==> src/rtl/rpeg_pkg.sv <==
// ----------------------------------------------------------------------------
// rpeg_pkg
// Shared types, constants and helpers of the regular polygon edge generator.
// ----------------------------------------------------------------------------
package rpeg_pkg;

	localparam int SIDE_W   = 7;
	localparam int COORD_W  = 9;
	localparam int RADIUS_W = 8;
	localparam int TRIG_W   = 17;
	localparam int PADDR_W  = 3;

	localparam logic [RADIUS_W-1:0] RADIUS_RESET = 8'd100;
	localparam logic                REG_RADIUS   = 1'b0;

	localparam logic [30:0] ONE_Q30   = 31'h4000_0000;
	localparam logic [16:0] TWO_PI_HI = 17'h1921F;
	localparam logic [15:0] TWO_PI_LO = 16'hB544;

	localparam int          N_TERMS  = 11;
	localparam logic [3:0]  SIN_LAST = 4'd4;
	localparam logic [3:0]  COS_LAST = 4'd10;

	// ceil(2^s / d) reciprocals of the series divisors, sine terms then cosine terms
	localparam logic [31:0] RECIP [0:N_TERMS-1] = '{
		32'(((64'd1 << 37) + 64'd109) / 64'd110),
		32'(((64'd1 << 37) + 64'd71) / 64'd72),
		32'(((64'd1 << 36) + 64'd41) / 64'd42),
		32'(((64'd1 << 35) + 64'd19) / 64'd20),
		32'(((64'd1 << 33) + 64'd5) / 64'd6),
		32'(((64'd1 << 38) + 64'd131) / 64'd132),
		32'(((64'd1 << 37) + 64'd89) / 64'd90),
		32'(((64'd1 << 36) + 64'd55) / 64'd56),
		32'(((64'd1 << 35) + 64'd29) / 64'd30),
		32'(((64'd1 << 34) + 64'd11) / 64'd12),
		32'(((64'd1 << 31) + 64'd1) / 64'd2)
	};

	localparam logic [5:0] RSHIFT [0:N_TERMS-1] = '{
		6'd37, 6'd37, 6'd36, 6'd35, 6'd33,
		6'd38, 6'd37, 6'd36, 6'd35, 6'd34, 6'd31
	};

	typedef enum logic [1:0] {F_IDLE, F_DIV, F_PUSH} front_state_t;

	typedef enum logic [1:0] {B_IDLE, B_FIRST, B_NEXT} back_state_t;

	typedef enum logic [3:0] {
		V_IDLE, V_ANG_HI, V_ANG_LO, V_SQR, V_SMUL, V_SDIV, V_SFIN,
		V_CMUL, V_CDIV, V_XSC, V_YSC
	} vtx_state_t;

	typedef struct packed {
		logic                      done;
		logic signed [COORD_W-1:0] x;
		logic signed [COORD_W-1:0] y;
	} vtx_res_t;

	function automatic logic [TRIG_W-1:0] q30_to_q16(input logic [30:0] v);
		logic [31:0] s;
		s = {1'b0, v} + 32'd8192;
		return TRIG_W'(s >> 14);
	endfunction

endpackage

==> src/rtl/rpeg_front.sv <==
// ----------------------------------------------------------------------------
// rpeg_front
// Accepts side counts, saturates them and divides out the angle step.
// ----------------------------------------------------------------------------
module rpeg_front #(
	parameter int MAX_SIDES  = 64,
	parameter int ANGLE_BITS = 16
) (
	input  logic                                   clk,
	input  logic                                   arst_n,
	input  logic                                   start,
	input  logic [rpeg_pkg::SIDE_W-1:0]            sides,
	output logic                                   busy,
	output logic                                   push,
	output logic [rpeg_pkg::SIDE_W+ANGLE_BITS-1:0] push_data,
	input  logic                                   full
);
	import rpeg_pkg::*;

	localparam int CNT_W = $clog2(ANGLE_BITS + 2);

	front_state_t          state_q, state_n;
	logic [SIDE_W-1:0]     div_q;
	logic [SIDE_W-1:0]     rem_q;
	logic [ANGLE_BITS:0]   dvd_q;
	logic [CNT_W-1:0]      cnt_q;
	logic [SIDE_W-1:0]     sat;
	logic [SIDE_W:0]       rem_sh;
	logic [SIDE_W:0]       rem_n;
	logic                  ge;
	logic                  accept;

	assign sat    = (sides > SIDE_W'(MAX_SIDES)) ? SIDE_W'(MAX_SIDES) : sides;
	assign accept = start && (state_q == F_IDLE);
	assign rem_sh = {rem_q, dvd_q[ANGLE_BITS]};
	assign ge     = rem_sh >= {1'b0, div_q};
	assign rem_n  = ge ? (rem_sh - {1'b0, div_q}) : rem_sh;
	assign busy   = (state_q != F_IDLE);
	assign push_data = {div_q, dvd_q[ANGLE_BITS-1:0]};

	always_ff @(posedge clk or negedge arst_n) begin
		if (!arst_n) begin
			state_q <= F_IDLE;
		end else begin
			state_q <= state_n;
		end
	end

	always_comb begin
		state_n = state_q;
		push    = 1'b0;
		unique case (state_q)
			F_IDLE: begin
				if (accept && sat != '0) state_n = F_DIV;
			end
			F_DIV: begin
				if (cnt_q == CNT_W'(ANGLE_BITS)) state_n = F_PUSH;
			end
			F_PUSH: begin
				push = !full;
				if (!full) state_n = F_IDLE;
			end
			default: state_n = F_IDLE;
		endcase
	end

	always_ff @(posedge clk) begin
		if (accept) begin
			div_q <= sat;
			rem_q <= '0;
			dvd_q <= (ANGLE_BITS+1)'(1) << ANGLE_BITS | (ANGLE_BITS+1)'(sat >> 1);
			cnt_q <= '0;
		end else if (state_q == F_DIV) begin
			rem_q <= rem_n[SIDE_W-1:0];
			dvd_q <= {dvd_q[ANGLE_BITS-1:0], ge};
			cnt_q <= cnt_q + 1'b1;
		end
	end

endmodule

==> src/rtl/rpeg_fifo.sv <==
// ----------------------------------------------------------------------------
// rpeg_fifo
// Two-entry queue of polygon jobs between front and back.
// ----------------------------------------------------------------------------
module rpeg_fifo #(
	parameter int W = 23
) (
	input  logic         clk,
	input  logic         arst_n,
	input  logic         push,
	input  logic [W-1:0] push_data,
	output logic         full,
	input  logic         pop,
	output logic [W-1:0] pop_data,
	output logic         empty
);
	logic [W-1:0] mem [0:1];
	logic         wr_q;
	logic         rd_q;
	logic [1:0]   cnt_q;

	assign full     = (cnt_q == 2'd2);
	assign empty    = (cnt_q == 2'd0);
	assign pop_data = mem[rd_q];

	always_ff @(posedge clk or negedge arst_n) begin
		if (!arst_n) begin
			wr_q  <= 1'b0;
			rd_q  <= 1'b0;
			cnt_q <= 2'd0;
		end else begin
			if (push) wr_q <= ~wr_q;
			if (pop) rd_q <= ~rd_q;
			cnt_q <= cnt_q + {1'b0, push} - {1'b0, pop};
		end
	end

	always_ff @(posedge clk) begin
		if (push) mem[wr_q] <= push_data;
	end

endmodule

==> src/rtl/rpeg_vertex.sv <==
// ----------------------------------------------------------------------------
// rpeg_vertex
// Sequenced vertex unit: angle to radians, sine and cosine series, scaling,
// all on one shared multiplier.
// ----------------------------------------------------------------------------
module rpeg_vertex #(
	parameter int ANGLE_BITS = 16
) (
	input  logic                            clk,
	input  logic                            arst_n,
	input  logic                            start,
	input  logic [ANGLE_BITS-1:0]           angle,
	input  logic [rpeg_pkg::RADIUS_W-1:0]   radius,
	output rpeg_pkg::vtx_res_t              res
);
	import rpeg_pkg::*;

	localparam int FA_W  = ANGLE_BITS - 2;
	localparam int ACC_W = FA_W + 17;
	localparam logic [FA_W-1:0] EIGHTH  = FA_W'(1) << (FA_W - 1);
	localparam logic [FA_W:0]   QUARTER = (FA_W+1)'(1) << FA_W;

	vtx_state_t         state_q, state_n;
	logic [1:0]         quad_q;
	logic               swap_q;
	logic [FA_W-1:0]    g_q;
	logic [ACC_W-1:0]   acc_q;
	logic [29:0]        x_q;
	logic [29:0]        x2_q;
	logic [30:0]        t_q;
	logic [29:0]        v_q;
	logic [3:0]         lvl_q;
	logic [TRIG_W-1:0]  sin_q;
	logic [COORD_W-1:0] vx_q;
	logic [COORD_W-1:0] vy_q;
	logic               done_q;

	logic [FA_W-1:0]    fa;
	logic               swap;
	logic [31:0]        mul_a;
	logic [31:0]        mul_b;
	logic [63:0]        prod;
	logic [TRIG_W-1:0]  cos16;
	logic [TRIG_W-1:0]  xmag;
	logic [TRIG_W-1:0]  ymag;
	logic               use_sin_x;
	logic [7:0]         mag8;
	logic [COORD_W-1:0] coord;
	logic               neg;

	assign fa        = angle[FA_W-1:0];
	assign swap      = fa > EIGHTH;
	assign cos16     = q30_to_q16(t_q);
	assign use_sin_x = swap_q ^ quad_q[0];
	assign xmag      = use_sin_x ? sin_q : cos16;
	assign ymag      = use_sin_x ? cos16 : sin_q;
	assign prod      = 64'(mul_a) * 64'(mul_b);
	assign mag8      = prod[23:16];
	assign neg       = (state_q == V_XSC) ? (quad_q[0] ^ quad_q[1]) : quad_q[1];
	assign coord     = neg ? COORD_W'(-{1'b0, mag8}) : {1'b0, mag8};
	assign res       = '{done: done_q, x: vx_q, y: vy_q};

	always_ff @(posedge clk or negedge arst_n) begin
		if (!arst_n) begin
			state_q <= V_IDLE;
			done_q  <= 1'b0;
		end else begin
			state_q <= state_n;
			done_q  <= (state_q == V_YSC);
		end
	end

	always_comb begin
		state_n = state_q;
		mul_a   = '0;
		mul_b   = '0;
		unique case (state_q)
			V_IDLE: begin
				if (start) state_n = V_ANG_HI;
			end
			V_ANG_HI: begin
				mul_a   = 32'(g_q);
				mul_b   = 32'(TWO_PI_HI);
				state_n = V_ANG_LO;
			end
			V_ANG_LO: begin
				mul_a   = 32'(g_q);
				mul_b   = 32'(TWO_PI_LO);
				state_n = V_SQR;
			end
			V_SQR: begin
				mul_a   = 32'(x_q);
				mul_b   = 32'(x_q);
				state_n = V_SMUL;
			end
			V_SMUL, V_CMUL: begin
				mul_a   = 32'(x2_q);
				mul_b   = 32'(t_q);
				state_n = (state_q == V_SMUL) ? V_SDIV : V_CDIV;
			end
			V_SDIV: begin
				mul_a   = 32'(v_q);
				mul_b   = RECIP[lvl_q];
				state_n = (lvl_q == SIN_LAST) ? V_SFIN : V_SMUL;
			end
			V_SFIN: begin
				mul_a   = 32'(x_q);
				mul_b   = 32'(t_q);
				state_n = V_CMUL;
			end
			V_CDIV: begin
				mul_a   = 32'(v_q);
				mul_b   = RECIP[lvl_q];
				state_n = (lvl_q == COS_LAST) ? V_XSC : V_CMUL;
			end
			V_XSC: begin
				mul_a   = 32'(radius);
				mul_b   = 32'(xmag);
				state_n = V_YSC;
			end
			V_YSC: begin
				mul_a   = 32'(radius);
				mul_b   = 32'(ymag);
				state_n = V_IDLE;
			end
			default: state_n = V_IDLE;
		endcase
	end

	always_ff @(posedge clk) begin
		unique case (state_q)
			V_IDLE: begin
				if (start) begin
					quad_q <= angle[ANGLE_BITS-1:ANGLE_BITS-2];
					swap_q <= swap;
					g_q    <= swap ? FA_W'(QUARTER - {1'b0, fa}) : fa;
				end
			end
			V_ANG_HI: acc_q <= ACC_W'(prod);
			V_ANG_LO: x_q <= 30'(((64'(acc_q) << 16) + prod) >> ANGLE_BITS);
			V_SQR: begin
				x2_q  <= 30'(prod >> 30);
				t_q   <= ONE_Q30;
				lvl_q <= '0;
			end
			V_SMUL, V_CMUL: v_q <= 30'(prod >> 30);
			V_SDIV, V_CDIV: begin
				t_q   <= ONE_Q30 - 31'(prod >> RSHIFT[lvl_q]);
				lvl_q <= lvl_q + 1'b1;
			end
			V_SFIN: begin
				sin_q <= q30_to_q16(31'(prod >> 30));
				t_q   <= ONE_Q30;
			end
			V_XSC: vx_q <= coord;
			V_YSC: vy_q <= coord;
			default: ;
		endcase
	end

endmodule

==> src/rtl/rpeg_back.sv <==
// ----------------------------------------------------------------------------
// rpeg_back
// Walks the vertices of one polygon job and emits its segments.
// ----------------------------------------------------------------------------
module rpeg_back #(
	parameter int ANGLE_BITS = 16
) (
	input  logic                                   clk,
	input  logic                                   arst_n,
	input  logic [rpeg_pkg::RADIUS_W-1:0]          radius,
	input  logic                                   empty,
	output logic                                   pop,
	input  logic [rpeg_pkg::SIDE_W+ANGLE_BITS-1:0] pop_data,
	output logic                                   valid,
	output logic signed [rpeg_pkg::COORD_W-1:0]    x_start,
	output logic signed [rpeg_pkg::COORD_W-1:0]    y_start,
	output logic signed [rpeg_pkg::COORD_W-1:0]    x_end,
	output logic signed [rpeg_pkg::COORD_W-1:0]    y_end,
	output logic                                   last
);
	import rpeg_pkg::*;

	back_state_t               state_q, state_n;
	logic [SIDE_W-1:0]         n_q;
	logic [SIDE_W-1:0]         k_q;
	logic [ANGLE_BITS-1:0]     step_q;
	logic [ANGLE_BITS-1:0]     ang_q;
	logic signed [COORD_W-1:0] xs_q;
	logic signed [COORD_W-1:0] ys_q;
	logic                      valid_q;
	logic                      last_q;
	logic                      vstart;
	logic [ANGLE_BITS-1:0]     vangle;
	logic                      emit;
	vtx_res_t                  vres;

	rpeg_vertex #(.ANGLE_BITS(ANGLE_BITS)) u_vertex (
		.clk    (clk),
		.arst_n (arst_n),
		.start  (vstart),
		.angle  (vangle),
		.radius (radius),
		.res    (vres)
	);

	assign emit    = (state_q == B_NEXT) && vres.done;
	assign valid   = valid_q;
	assign last    = last_q;

	always_ff @(posedge clk or negedge arst_n) begin
		if (!arst_n) begin
			state_q <= B_IDLE;
			valid_q <= 1'b0;
			last_q  <= 1'b0;
		end else begin
			state_q <= state_n;
			valid_q <= emit;
			last_q  <= emit && (k_q == n_q);
		end
	end

	always_comb begin
		state_n = state_q;
		pop     = 1'b0;
		vstart  = 1'b0;
		vangle  = ang_q + step_q;
		unique case (state_q)
			B_IDLE: begin
				vangle = pop_data[ANGLE_BITS-1:0];
				if (!empty) begin
					pop     = 1'b1;
					vstart  = 1'b1;
					state_n = B_FIRST;
				end
			end
			B_FIRST: begin
				if (vres.done) begin
					vstart  = 1'b1;
					state_n = B_NEXT;
				end
			end
			B_NEXT: begin
				if (vres.done) begin
					if (k_q == n_q) state_n = B_IDLE;
					else vstart = 1'b1;
				end
			end
			default: state_n = B_IDLE;
		endcase
	end

	always_ff @(posedge clk) begin
		if (pop) begin
			n_q    <= pop_data[SIDE_W+ANGLE_BITS-1:ANGLE_BITS];
			step_q <= pop_data[ANGLE_BITS-1:0];
			ang_q  <= pop_data[ANGLE_BITS-1:0];
			k_q    <= SIDE_W'(1);
		end
		if (state_q == B_FIRST && vres.done) begin
			xs_q  <= vres.x;
			ys_q  <= vres.y;
			ang_q <= vangle;
		end
		if (emit) begin
			x_start <= xs_q;
			y_start <= ys_q;
			x_end   <= vres.x;
			y_end   <= vres.y;
			xs_q    <= vres.x;
			ys_q    <= vres.y;
			k_q     <= k_q + 1'b1;
			ang_q   <= vangle;
		end
	end

endmodule

==> src/rtl/regular_polygon_edge_generator.sv <==
// ----------------------------------------------------------------------------
// regular_polygon_edge_generator
// Emits the edges of a regular polygon centred on the origin.
// ----------------------------------------------------------------------------
// Usage:
//   Pulse start with sides while busy is low; the item is taken at that edge.
//   A count above MAX_SIDES saturates; a count of zero gives no segments.
//   The front divides out the angle step, one quotient bit a cycle, then
//   queues the job in a two-entry queue.
//   The back evaluates n+1 vertices in turn on one shared multiplier.
//   Each segment shows for one cycle with valid high; last marks the final one.
//   Results cannot be held off; none are ever dropped.
//   busy stays high while the front divides and until its job enters the queue,
//   which waits while the queue is full. The radius register sits at byte
//   address 0 of the APB port, reset 100. Reset empties the queue and returns all sequencers to idle.
// ----------------------------------------------------------------------------
module regular_polygon_edge_generator #(
	parameter int MAX_SIDES  = 64,
	parameter int ANGLE_BITS = 16
) (
	input  logic                                clk,
	input  logic                                arst_n,
	input  logic                                start,
	input  logic [rpeg_pkg::SIDE_W-1:0]         sides,
	output logic                                busy,
	output logic                                valid,
	output logic signed [rpeg_pkg::COORD_W-1:0] x_start,
	output logic signed [rpeg_pkg::COORD_W-1:0] y_start,
	output logic signed [rpeg_pkg::COORD_W-1:0] x_end,
	output logic signed [rpeg_pkg::COORD_W-1:0] y_end,
	output logic                                last,
	input  logic                                psel,
	input  logic                                penable,
	input  logic                                pwrite,
	input  logic [rpeg_pkg::PADDR_W-1:0]        paddr,
	input  logic [31:0]                         pwdata,
	output logic [31:0]                         prdata,
	output logic                                pready
);
	import rpeg_pkg::*;

	localparam int JOB_W = SIDE_W + ANGLE_BITS;

	logic [RADIUS_W-1:0] radius_q;
	logic                push;
	logic                pop;
	logic                full;
	logic                empty;
	logic [JOB_W-1:0]    push_data;
	logic [JOB_W-1:0]    pop_data;

	assign pready = 1'b1;
	assign prdata = (paddr[2] == REG_RADIUS) ? {24'd0, radius_q} : 32'd0;

	always_ff @(posedge clk or negedge arst_n) begin
		if (!arst_n) begin
			radius_q <= RADIUS_RESET;
		end else if (psel && penable && pwrite && paddr[2] == REG_RADIUS) begin
			radius_q <= pwdata[RADIUS_W-1:0];
		end
	end

	rpeg_front #(.MAX_SIDES(MAX_SIDES), .ANGLE_BITS(ANGLE_BITS)) u_front (
		.clk       (clk),
		.arst_n    (arst_n),
		.start     (start),
		.sides     (sides),
		.busy      (busy),
		.push      (push),
		.push_data (push_data),
		.full      (full)
	);

	rpeg_fifo #(.W(JOB_W)) u_fifo (
		.clk       (clk),
		.arst_n    (arst_n),
		.push      (push),
		.push_data (push_data),
		.full      (full),
		.pop       (pop),
		.pop_data  (pop_data),
		.empty     (empty)
	);

	rpeg_back #(.ANGLE_BITS(ANGLE_BITS)) u_back (
		.clk      (clk),
		.arst_n   (arst_n),
		.radius   (radius_q),
		.empty    (empty),
		.pop      (pop),
		.pop_data (pop_data),
		.valid    (valid),
		.x_start  (x_start),
		.y_start  (y_start),
		.x_end    (x_end),
		.y_end    (y_end),
		.last     (last)
	);

endmodule

==> config.mk <==
export PLATFORM = sky130hd
export DESIGN_NAME = regular_polygon_edge_generator
export DESIGN_NICKNAME = d
export VERILOG_FILES = /design/src/rtl/rpeg_pkg.sv /design/src/rtl/rpeg_front.sv /design/src/rtl/rpeg_fifo.sv /design/src/rtl/rpeg_vertex.sv /design/src/rtl/rpeg_back.sv /design/src/rtl/regular_polygon_edge_generator.sv
export SDC_FILE = /design/constraint.sdc
export NUM_CORES = 2
export LEC_CHECK = 0
export ABC_AREA = 1
export BUFFER_PORTS_ARGS = -buffer_cell sky130_fd_sc_hd__buf_2
export CORE_MARGIN = 2
export CORE_UTILIZATION = 30
export CTS_CLUSTER_DIAMETER = 40
export DETAILED_ROUTE_END_ITERATION = 8
export PLACE_DENSITY = 0.47
export SLEW_MARGIN = 20
export SYNTH_ARGS = -nofsm -noshare
export SYNTH_HDL_FRONTEND = slang
export SYNTH_SLANG_ARGS = --single-unit
export TNS_END_PERCENT = 5
==> constraint.sdc <==
create_clock -name clk -period 24.9 [get_ports clk]
set_input_delay 1.245 -clock clk [delete_from_list [all_inputs] [get_ports clk]]
set_output_delay 1.245 -clock clk [all_outputs]
set_load 0.05 [all_outputs]
# [After elaboration in Yosys (flattened, before gate mapping)]
# Memories as Yosys holds them, arrays and structs flattened.
# Cells that the tools add are included.
[totals] ff_bits=366 latchBits=0 mem_bits_rw=46 mem_bits_ro=608 inputBits=48 wordCells=173 n_memories=3
[op_classes] add_sub_neg=13 multipliers=1 n_div=0 magnitude_cmp=4 eq_ne=27 shift=1 mux=51 bitwise_logic=6 n_reduce_logical=30
[mem_list] memory="(no name shown)" words=16 word_bits=32 rd=1 rd_clocked_by_memory_dff=0 wr=0 line_no="rpeg_vertex.sv:113" rtl="mul_b = RECIP[lvl_q];"
[mem_list] memory="(no name shown)" words=16 word_bits=6 rd=1 rd_clocked_by_memory_dff=0 wr=0 line_no="rpeg_vertex.sv:148" rtl="t_q <= ONE_Q30 - 31'(prod >> RSHIFT[lvl_q]);"
[mem_list] memory="u_fifo.mem" words=2 word_bits=23 rd=1 rd_clocked_by_memory_dff=0 wr=1 line_no="rpeg_fifo.sv:17" rtl="logic [W-1:0] mem [0:1];"
[op_table] cell="$pmux W32 S7" count=1
[op_table] cell="$pmux W30 S5" count=1
[op_table] cell="$mux W16" count=4
[op_table] cell="$mux W32" count=2
[op_table] cell="$add A31 B14 Y31 const B" count=2
[op_table] cell="$mul A30 B32 Y62" count=1
[op_table] cell="$pmux W31 S2" count=1
[op_table] cell="$shr A62 B6 Y31" count=1
[op_table] cell="$add A46 B46 Y46" count=1
[op_table] cell="$mux W9" count=5
[op_table] cell="$pmux W4 S9" count=1
[op_table] cell="$mux W17" count=2
[op_table] cell="$sub A31 B31 Y31 const A" count=1
[op_table] cell="$mux W7" count=4
[op_table] cell="$mux W6" count=4
[op_table] cell="$eq A4 B3 Y1 const B" count=5
[op_table] cell="$add A16 B16 Y16" count=1
[op_table] cell="$eq A4 B4 Y1 const B" count=4
[op_table] cell="$mux W2" count=8
[op_table] cell="$gt A14 B14 Y1 const B" count=1
[op_table] cell="$mux W14" count=1
[op_table] cell="$ne A2 B2 Y1 const B" count=7
[op_table] cell="$sub A1 B14 Y14 const A" count=1
[op_table] cell="$mux W4" count=3
[op_table] cell="37 further kinds" count=71

# [Logic depth before layout (Yosys ltp)]
[depth] word_depth=9 mapped_depth=59 mapped_depth_nobuf=57

# [Modules after synthesis]
# From an unflattened synthesis, not the netlist that was laid out.
[hier_totals] hier_cells=7041 area_unflattened_um2=56032.5
[modules_own_cells] mod="rpeg_vertex" n_inst=1 cells_each=6127 area_each_um2=46549.6 seq_area_each_um2=6341.1
[modules_own_cells] mod="rpeg_back" n_inst=1 cells_each=419 area_each_um2=4698.3 seq_area_each_um2=3103.0
[modules_own_cells] mod="rpeg_front" n_inst=1 cells_each=269 area_each_um2=2207.1 seq_area_each_um2=900.9
[modules_own_cells] mod="rpeg_fifo" n_inst=1 cells_each=145 area_each_um2=1964.4 seq_area_each_um2=1481.4
[modules_own_cells] mod="regular_polygon_edge_generator" n_inst=1 cells_each=81 area_each_um2=613.1 seq_area_each_um2=203.9

# [Worst setup path after synthesis]
# Ideal clock, no wire load.
[synth_path] kind="reg2reg" start="reg u_back.u_vertex.state_q[1]" end="reg u_back.u_vertex.x_q[29] (data pin)" setup_time_ns=0.252 arrival_time_ns=10.427 required_ns=24.648 slack_ns=14.220 stages_incl_launch_ff=53 path_buffers=3 synth_period_minus_slack_ns=10.680 path_cell_list="dfrtp_1 inv_1 nor2_1 inv_1 nor2_1 nor2_1 inv_2 clkbuf_1 nand2_1 and2_1 clkbuf_1 inv_2 clkbuf_1 nand2_1 inv_1 fa_1 fa_1 fa_1 [17 not listed] ha_1 a21o_1 a21oi_1 o21ai_0 a21boi_0 o21ai_0 a21oi_1 nor2_1 nor2_1 o21bai_1 nand2_1 nand2_1 nand2_1 nand3_1 nand2_1 nand2_1 nand2_1 nand2_1"
[synth_via] elab_chain_len=5 elab_cells_between_ends=20 classes_between="add/sub: 1; mul: 1; eq/ne: 10; mux: 2; reduce/logical: 6"
[synth_lines] element="start: declaration" line_no="rpeg_vertex.sv:23" rtl="vtx_state_t state_q, state_n;"
[synth_lines] element="start signal: assignment" line_no="rpeg_vertex.sv:68" rtl="state_q <= state_n;"
[synth_lines] element="$eq A4 B3 Y1 (tied with other cells)" line_no="rpeg_vertex.sv:77" rtl="unique case (state_q)"
[synth_lines] element="$reduce_or A3 Y1 (no source line) / $reduce_or A2 Y1 (equally long branches)"
[synth_lines] element="$pmux W32 S7 / $pmux W30 S5 (equally long branches)" line_no="rpeg_vertex.sv:77"
[synth_lines] element="$mul A30 B32 Y62 (*)" line_no="rpeg_vertex.sv:57" rtl="assign prod = 64'(mul_a) * 64'(mul_b);"
[synth_lines] element="named net u_back.u_vertex.prod[20]" line_no="rpeg_vertex.sv:42" rtl="logic [63:0] prod;"
[synth_lines] element="$add A46 B46 Y46 (*)" line_no="rpeg_vertex.sv:140" rtl="V_ANG_LO: x_q <= 30'(((64'(acc_q) << 16) + prod) >> ANGLE_BITS);"
[synth_lines] element="end signal: assignment" line_no="rpeg_vertex.sv:140"
[synth_lines] element="end: declaration" line_no="rpeg_vertex.sv:28" rtl="logic [29:0] x_q;"
# Mark *: on every way through the listed nets, which the timed path passes. The rest lies on a longest branch.
# A chain may end at the register's enable or synchronous reset.

# [Worst setup path after layout]
[layout_path] start="reg u_back.u_vertex.state_q[3]" end="reg u_back.u_vertex.x_q[29] (data pin)"
# Same word-level chain as after synthesis.

==> flow_summary.json <==
{
  "worst_ep_required_time_ns": 25.27,
  "finalSetupViolations": 0,
  "async_reset_ff_share_pct": 5.58,
  "rrSetupSlack_ns": 12.07,
  "io_buffer_count": 68,
  "final_cell_mix": "sky130_fd_sc_hd__nand2_1, sky130_fd_sc_hd__inv_1, sky130_fd_sc_hd__fa_1, sky130_fd_sc_hd__nor2_1, sky130_fd_sc_hd__edfxtp_1",
  "cp-end-kind": "register",
  "clk_pin_slew_ns": 0.05,
  "initial_utilization_pct": 30.1,
  "hold_buffers": 0,
  "grt_usage_pct": 19.3,
  "max_slew.worst_pin.slew_ns": 1.11,
  "synth.largest_area_cell": "sky130_fd_sc_hd__fa_1",
  "post-route-min-period_ns": 12.83,
  "layout_commonest_cell": "sky130_fd_sc_hd__nand2_1",
  "place.gp.congestion": 0.959,
  "vdd.ir_drop.worst_uv": 62.9,
  "cts.sinks": 412,
  "diodes": 0,
  "grt_max_degree": 58,
  "cpMaxStageDelayCell": "sky130_fd_sc_hd__xor2_1",
  "die_h_um": 435,
  "fin_setup_tns_ns": 0,
  "postSynth.topFlopCell": "sky130_fd_sc_hd__edfxtp_1",
  "first_global_vias": 45300,
  "maximum_achievable_frequency_mhz": 77.9,
  "route.detailed.drc": 0,
  "critPathMaxStageDelay_ns": 0.69,
  "n_fill_cell": 19600,
  "cts-buffers-inserted": 72,
  "route.final.wire_length_um": 181000,
  "clock_tree_from_tritoncts": "done",
  "core.rowCount": 158,
  "portion_of_the_post_synthesis_area_used_by_sequential_elements_pct": 21.6,
  "outcome": "finished clean",
  "netlist_area_um2": 55600,
  "final_layout_size_suffix_gt1_share_pct": 7.55,
  "design.die.area_um2": 189000,
  "post-route-util_pct": 33.2,
  "timing.critical_path.arrival_ns": 13.20,
  "worst_hold_path_type": "reg2reg",
  "cts.htree.levels": 3,
  "gate_count_post_synth": 6951,
  "fin_crit_sh_pct": 51.5,
  "slew_viol_final": 0,
  "finalNetCount": 8144,
  "grt_first_pass_wirelength_um": 276000,
  "worst_clock_skew_ns": 0.0572,
  "firstDrtPassIters": 6,
  "design.portCount": 120,
  "multi_input_area_um2": 36200,
  "antenna_found_initial": 6,
  "yosysWarnings": 0,
  "unrepaired_setup_endpoints_after_global_routing": "false",
  "max_slew_margin_pct": 25.9,
  "finalHoldViolCount": 0,
  "design.core.area_um2": 185000,
  "area.sequential_um2": 12000,
  "p_total_mw": 2.01,
  "power.density_cell_area_nw_per_um2": 32.8,
  "critPathKind": "reg2reg",
  "antenna_left": 0,
  "grt.overflow.total": 0,
  "count_of_flip_flops_with_a_built_in_enable_after_synthesis": 366,
  "clock_path_buffers": 3,
  "dp.final_hpwl_um": 147000,
  "vias": 44000,
  "power.leakage_nw": 32.1,
  "vias_per_cell": 4.63,
  "post_synth_main_area_contributors": "sky130_fd_sc_hd__fa_1, sky130_fd_sc_hd__edfxtp_1, sky130_fd_sc_hd__nand2_1",
  "clock_tree.root_cell": "sky130_fd_sc_hd__clkbuf_16",
  "startpoint_type_of_the_worst_setup_path": "register",
  "netlist-cell-type-count": 69,
  "synth.avg_cell_area_um2": 8.00,
  "drt_first_iter_violations": 3056,
  "clk-insertion-delay-late_ns": 0.62,
  "postCtsResizedCells": 0,
  "worstPathMaxFanout": 57,
  "ys_ff_latch": 412,
  "synth_largest_type_area_fraction_pct": 29.2,
  "die_width_um": 435,
  "wire_per_inst_um": 19.0,
  "max_cap_violations": 0,
  "layout_stage_area_growth_over_the_synthesis_result_pct": 10.4,
  "critical_path.most_common_cell": "sky130_fd_sc_hd__nand2_1",
  "cts.repair_timing.setup_buffer_count": 0
}
## metrics by stage
step,hold slack [ns],std cells,setup slack [ns],cell area [um2]
after floorplan,0.400,6974,14.22,55700
after global placement,0.403,9371,12.11,58900
after detailed placement,0.405,9371,12.10,58900
after CTS,0.415,9501,12.04,61400
after global routing,0.420,9501,11.15,61400
final,0.411,9501,12.07,61400
## cells by family after synthesis
logic type | synth area share, %
buffers and inverters | 13.7
AND/OR/NAND/NOR | 22.0
other | 0.0135
adder cells (fa/ha/maj) | 36.4
XOR/XNOR | 1.98
flip-flops | 21.6
AO/OA/AOI/OAI | 4.28
## registers in the layout (all words and copies together), names as in the netlist, 14 cells and up
signal / count
u_fifo.mem: 46
u_back.u_vertex.t_q: 31
u_back.u_vertex.acc_q: 30
u_back.u_vertex.v_q: 30
u_back.u_vertex.x2_q: 30
u_back.u_vertex.x_q: 30
u_back.u_vertex.sin_q: 17
u_front.dvd_q: 17
u_back.ang_q: 16
u_back.step_q: 16
u_back.u_vertex.g_q: 14
## per-layer routing
metal / global-route usage, % / wire length [um] / part of all wire [%] / vias to the layer above
met3: 2.22 / 9560 / 5.3 / 204
met1: 26.4 / 81000 / 45 / 21900
li1: - / - / - / 20800
met5: 0 / 13 / 0.0072 / -
met4: 4.74 / 4640 / 2.6 / 2
met2: 32.7 / 85700 / 47 / 1139
## where the power goes
group,internal (mW),switching (mW)
Clock,0.644,0.374
Sequential,0.806,0.0233
Combinational,0.0495,0.116
Total,1.50,0.513
## worst max-delay path: cells and delay by family (launching register included)
family          cells  cell delay [ns]
simple gates       20             2.55
fa+ha+maj          10             4.75
buf+inv            11             2.32
flops               1             0.40
xor+xnor            1             0.69
compound gates      8             1.82
## final timing paths
check / start / endpoint / depth (start not counted)
max in group asynchronous: arst_n / u_back.u_vertex.state_q[3]$_DFFE_PN0P_ / 1
min in group asynchronous: arst_n / u_front.state_q[0]$_DFFE_PN0P_ / 1
max reg2reg: u_back.u_vertex.state_q[3]$_DFFE_PN0P_ / u_back.u_vertex.x_q[29]$_DFFE_PP_ / 50
max: u_back.u_vertex.state_q[3]$_DFFE_PN0P_ / u_back.u_vertex.x_q[29]$_DFFE_PP_ / 50
min: u_back.ys_q[1]$_DFFE_PP_ / u_back.y_start[1]$_DFFE_PP_ / 0
min reg2reg: u_back.ys_q[1]$_DFFE_PP_ / u_back.y_start[1]$_DFFE_PP_ / 0
## layout make-up
cell class                      count  share of cell area (%)
Clock buffer                       84                    3.02
Clock inverter                     46                    1.10
Inverter                         1724                    10.5
Multi-Input combinational cell   4590                    59.0
Sequential cell                   412                    19.6
Tap cell                         2480                    5.05
Timing Repair Buffer              165                    1.74
## synthesized netlist by cell type (33+ instances only)
| cell type | number |
|---|---|
| sky130_fd_sc_hd__buf_4 | 35 |
| sky130_fd_sc_hd__a21oi_1 | 147 |
| sky130_fd_sc_hd__xor2_1 | 93 |
| sky130_fd_sc_hd__clkbuf_1 | 149 |
| sky130_fd_sc_hd__o21ai_0 | 140 |
| sky130_fd_sc_hd__nand2_1 | 1868 |
| sky130_fd_sc_hd__fa_1 | 812 |
| sky130_fd_sc_hd__ha_1 | 319 |
| sky130_fd_sc_hd__nor2_2 | 42 |
| sky130_fd_sc_hd__nand3_2 | 37 |
| sky130_fd_sc_hd__inv_2 | 45 |
| sky130_fd_sc_hd__xnor2_1 | 33 |
| sky130_fd_sc_hd__nor2_1 | 428 |
| sky130_fd_sc_hd__inv_1 | 1662 |
| sky130_fd_sc_hd__nand2_2 | 51 |
| sky130_fd_sc_hd__buf_2 | 58 |
| sky130_fd_sc_hd__nand3_1 | 355 |
| sky130_fd_sc_hd__edfxtp_1 | 366 |
Note: power is estimated with default switching activity, not from simulation.
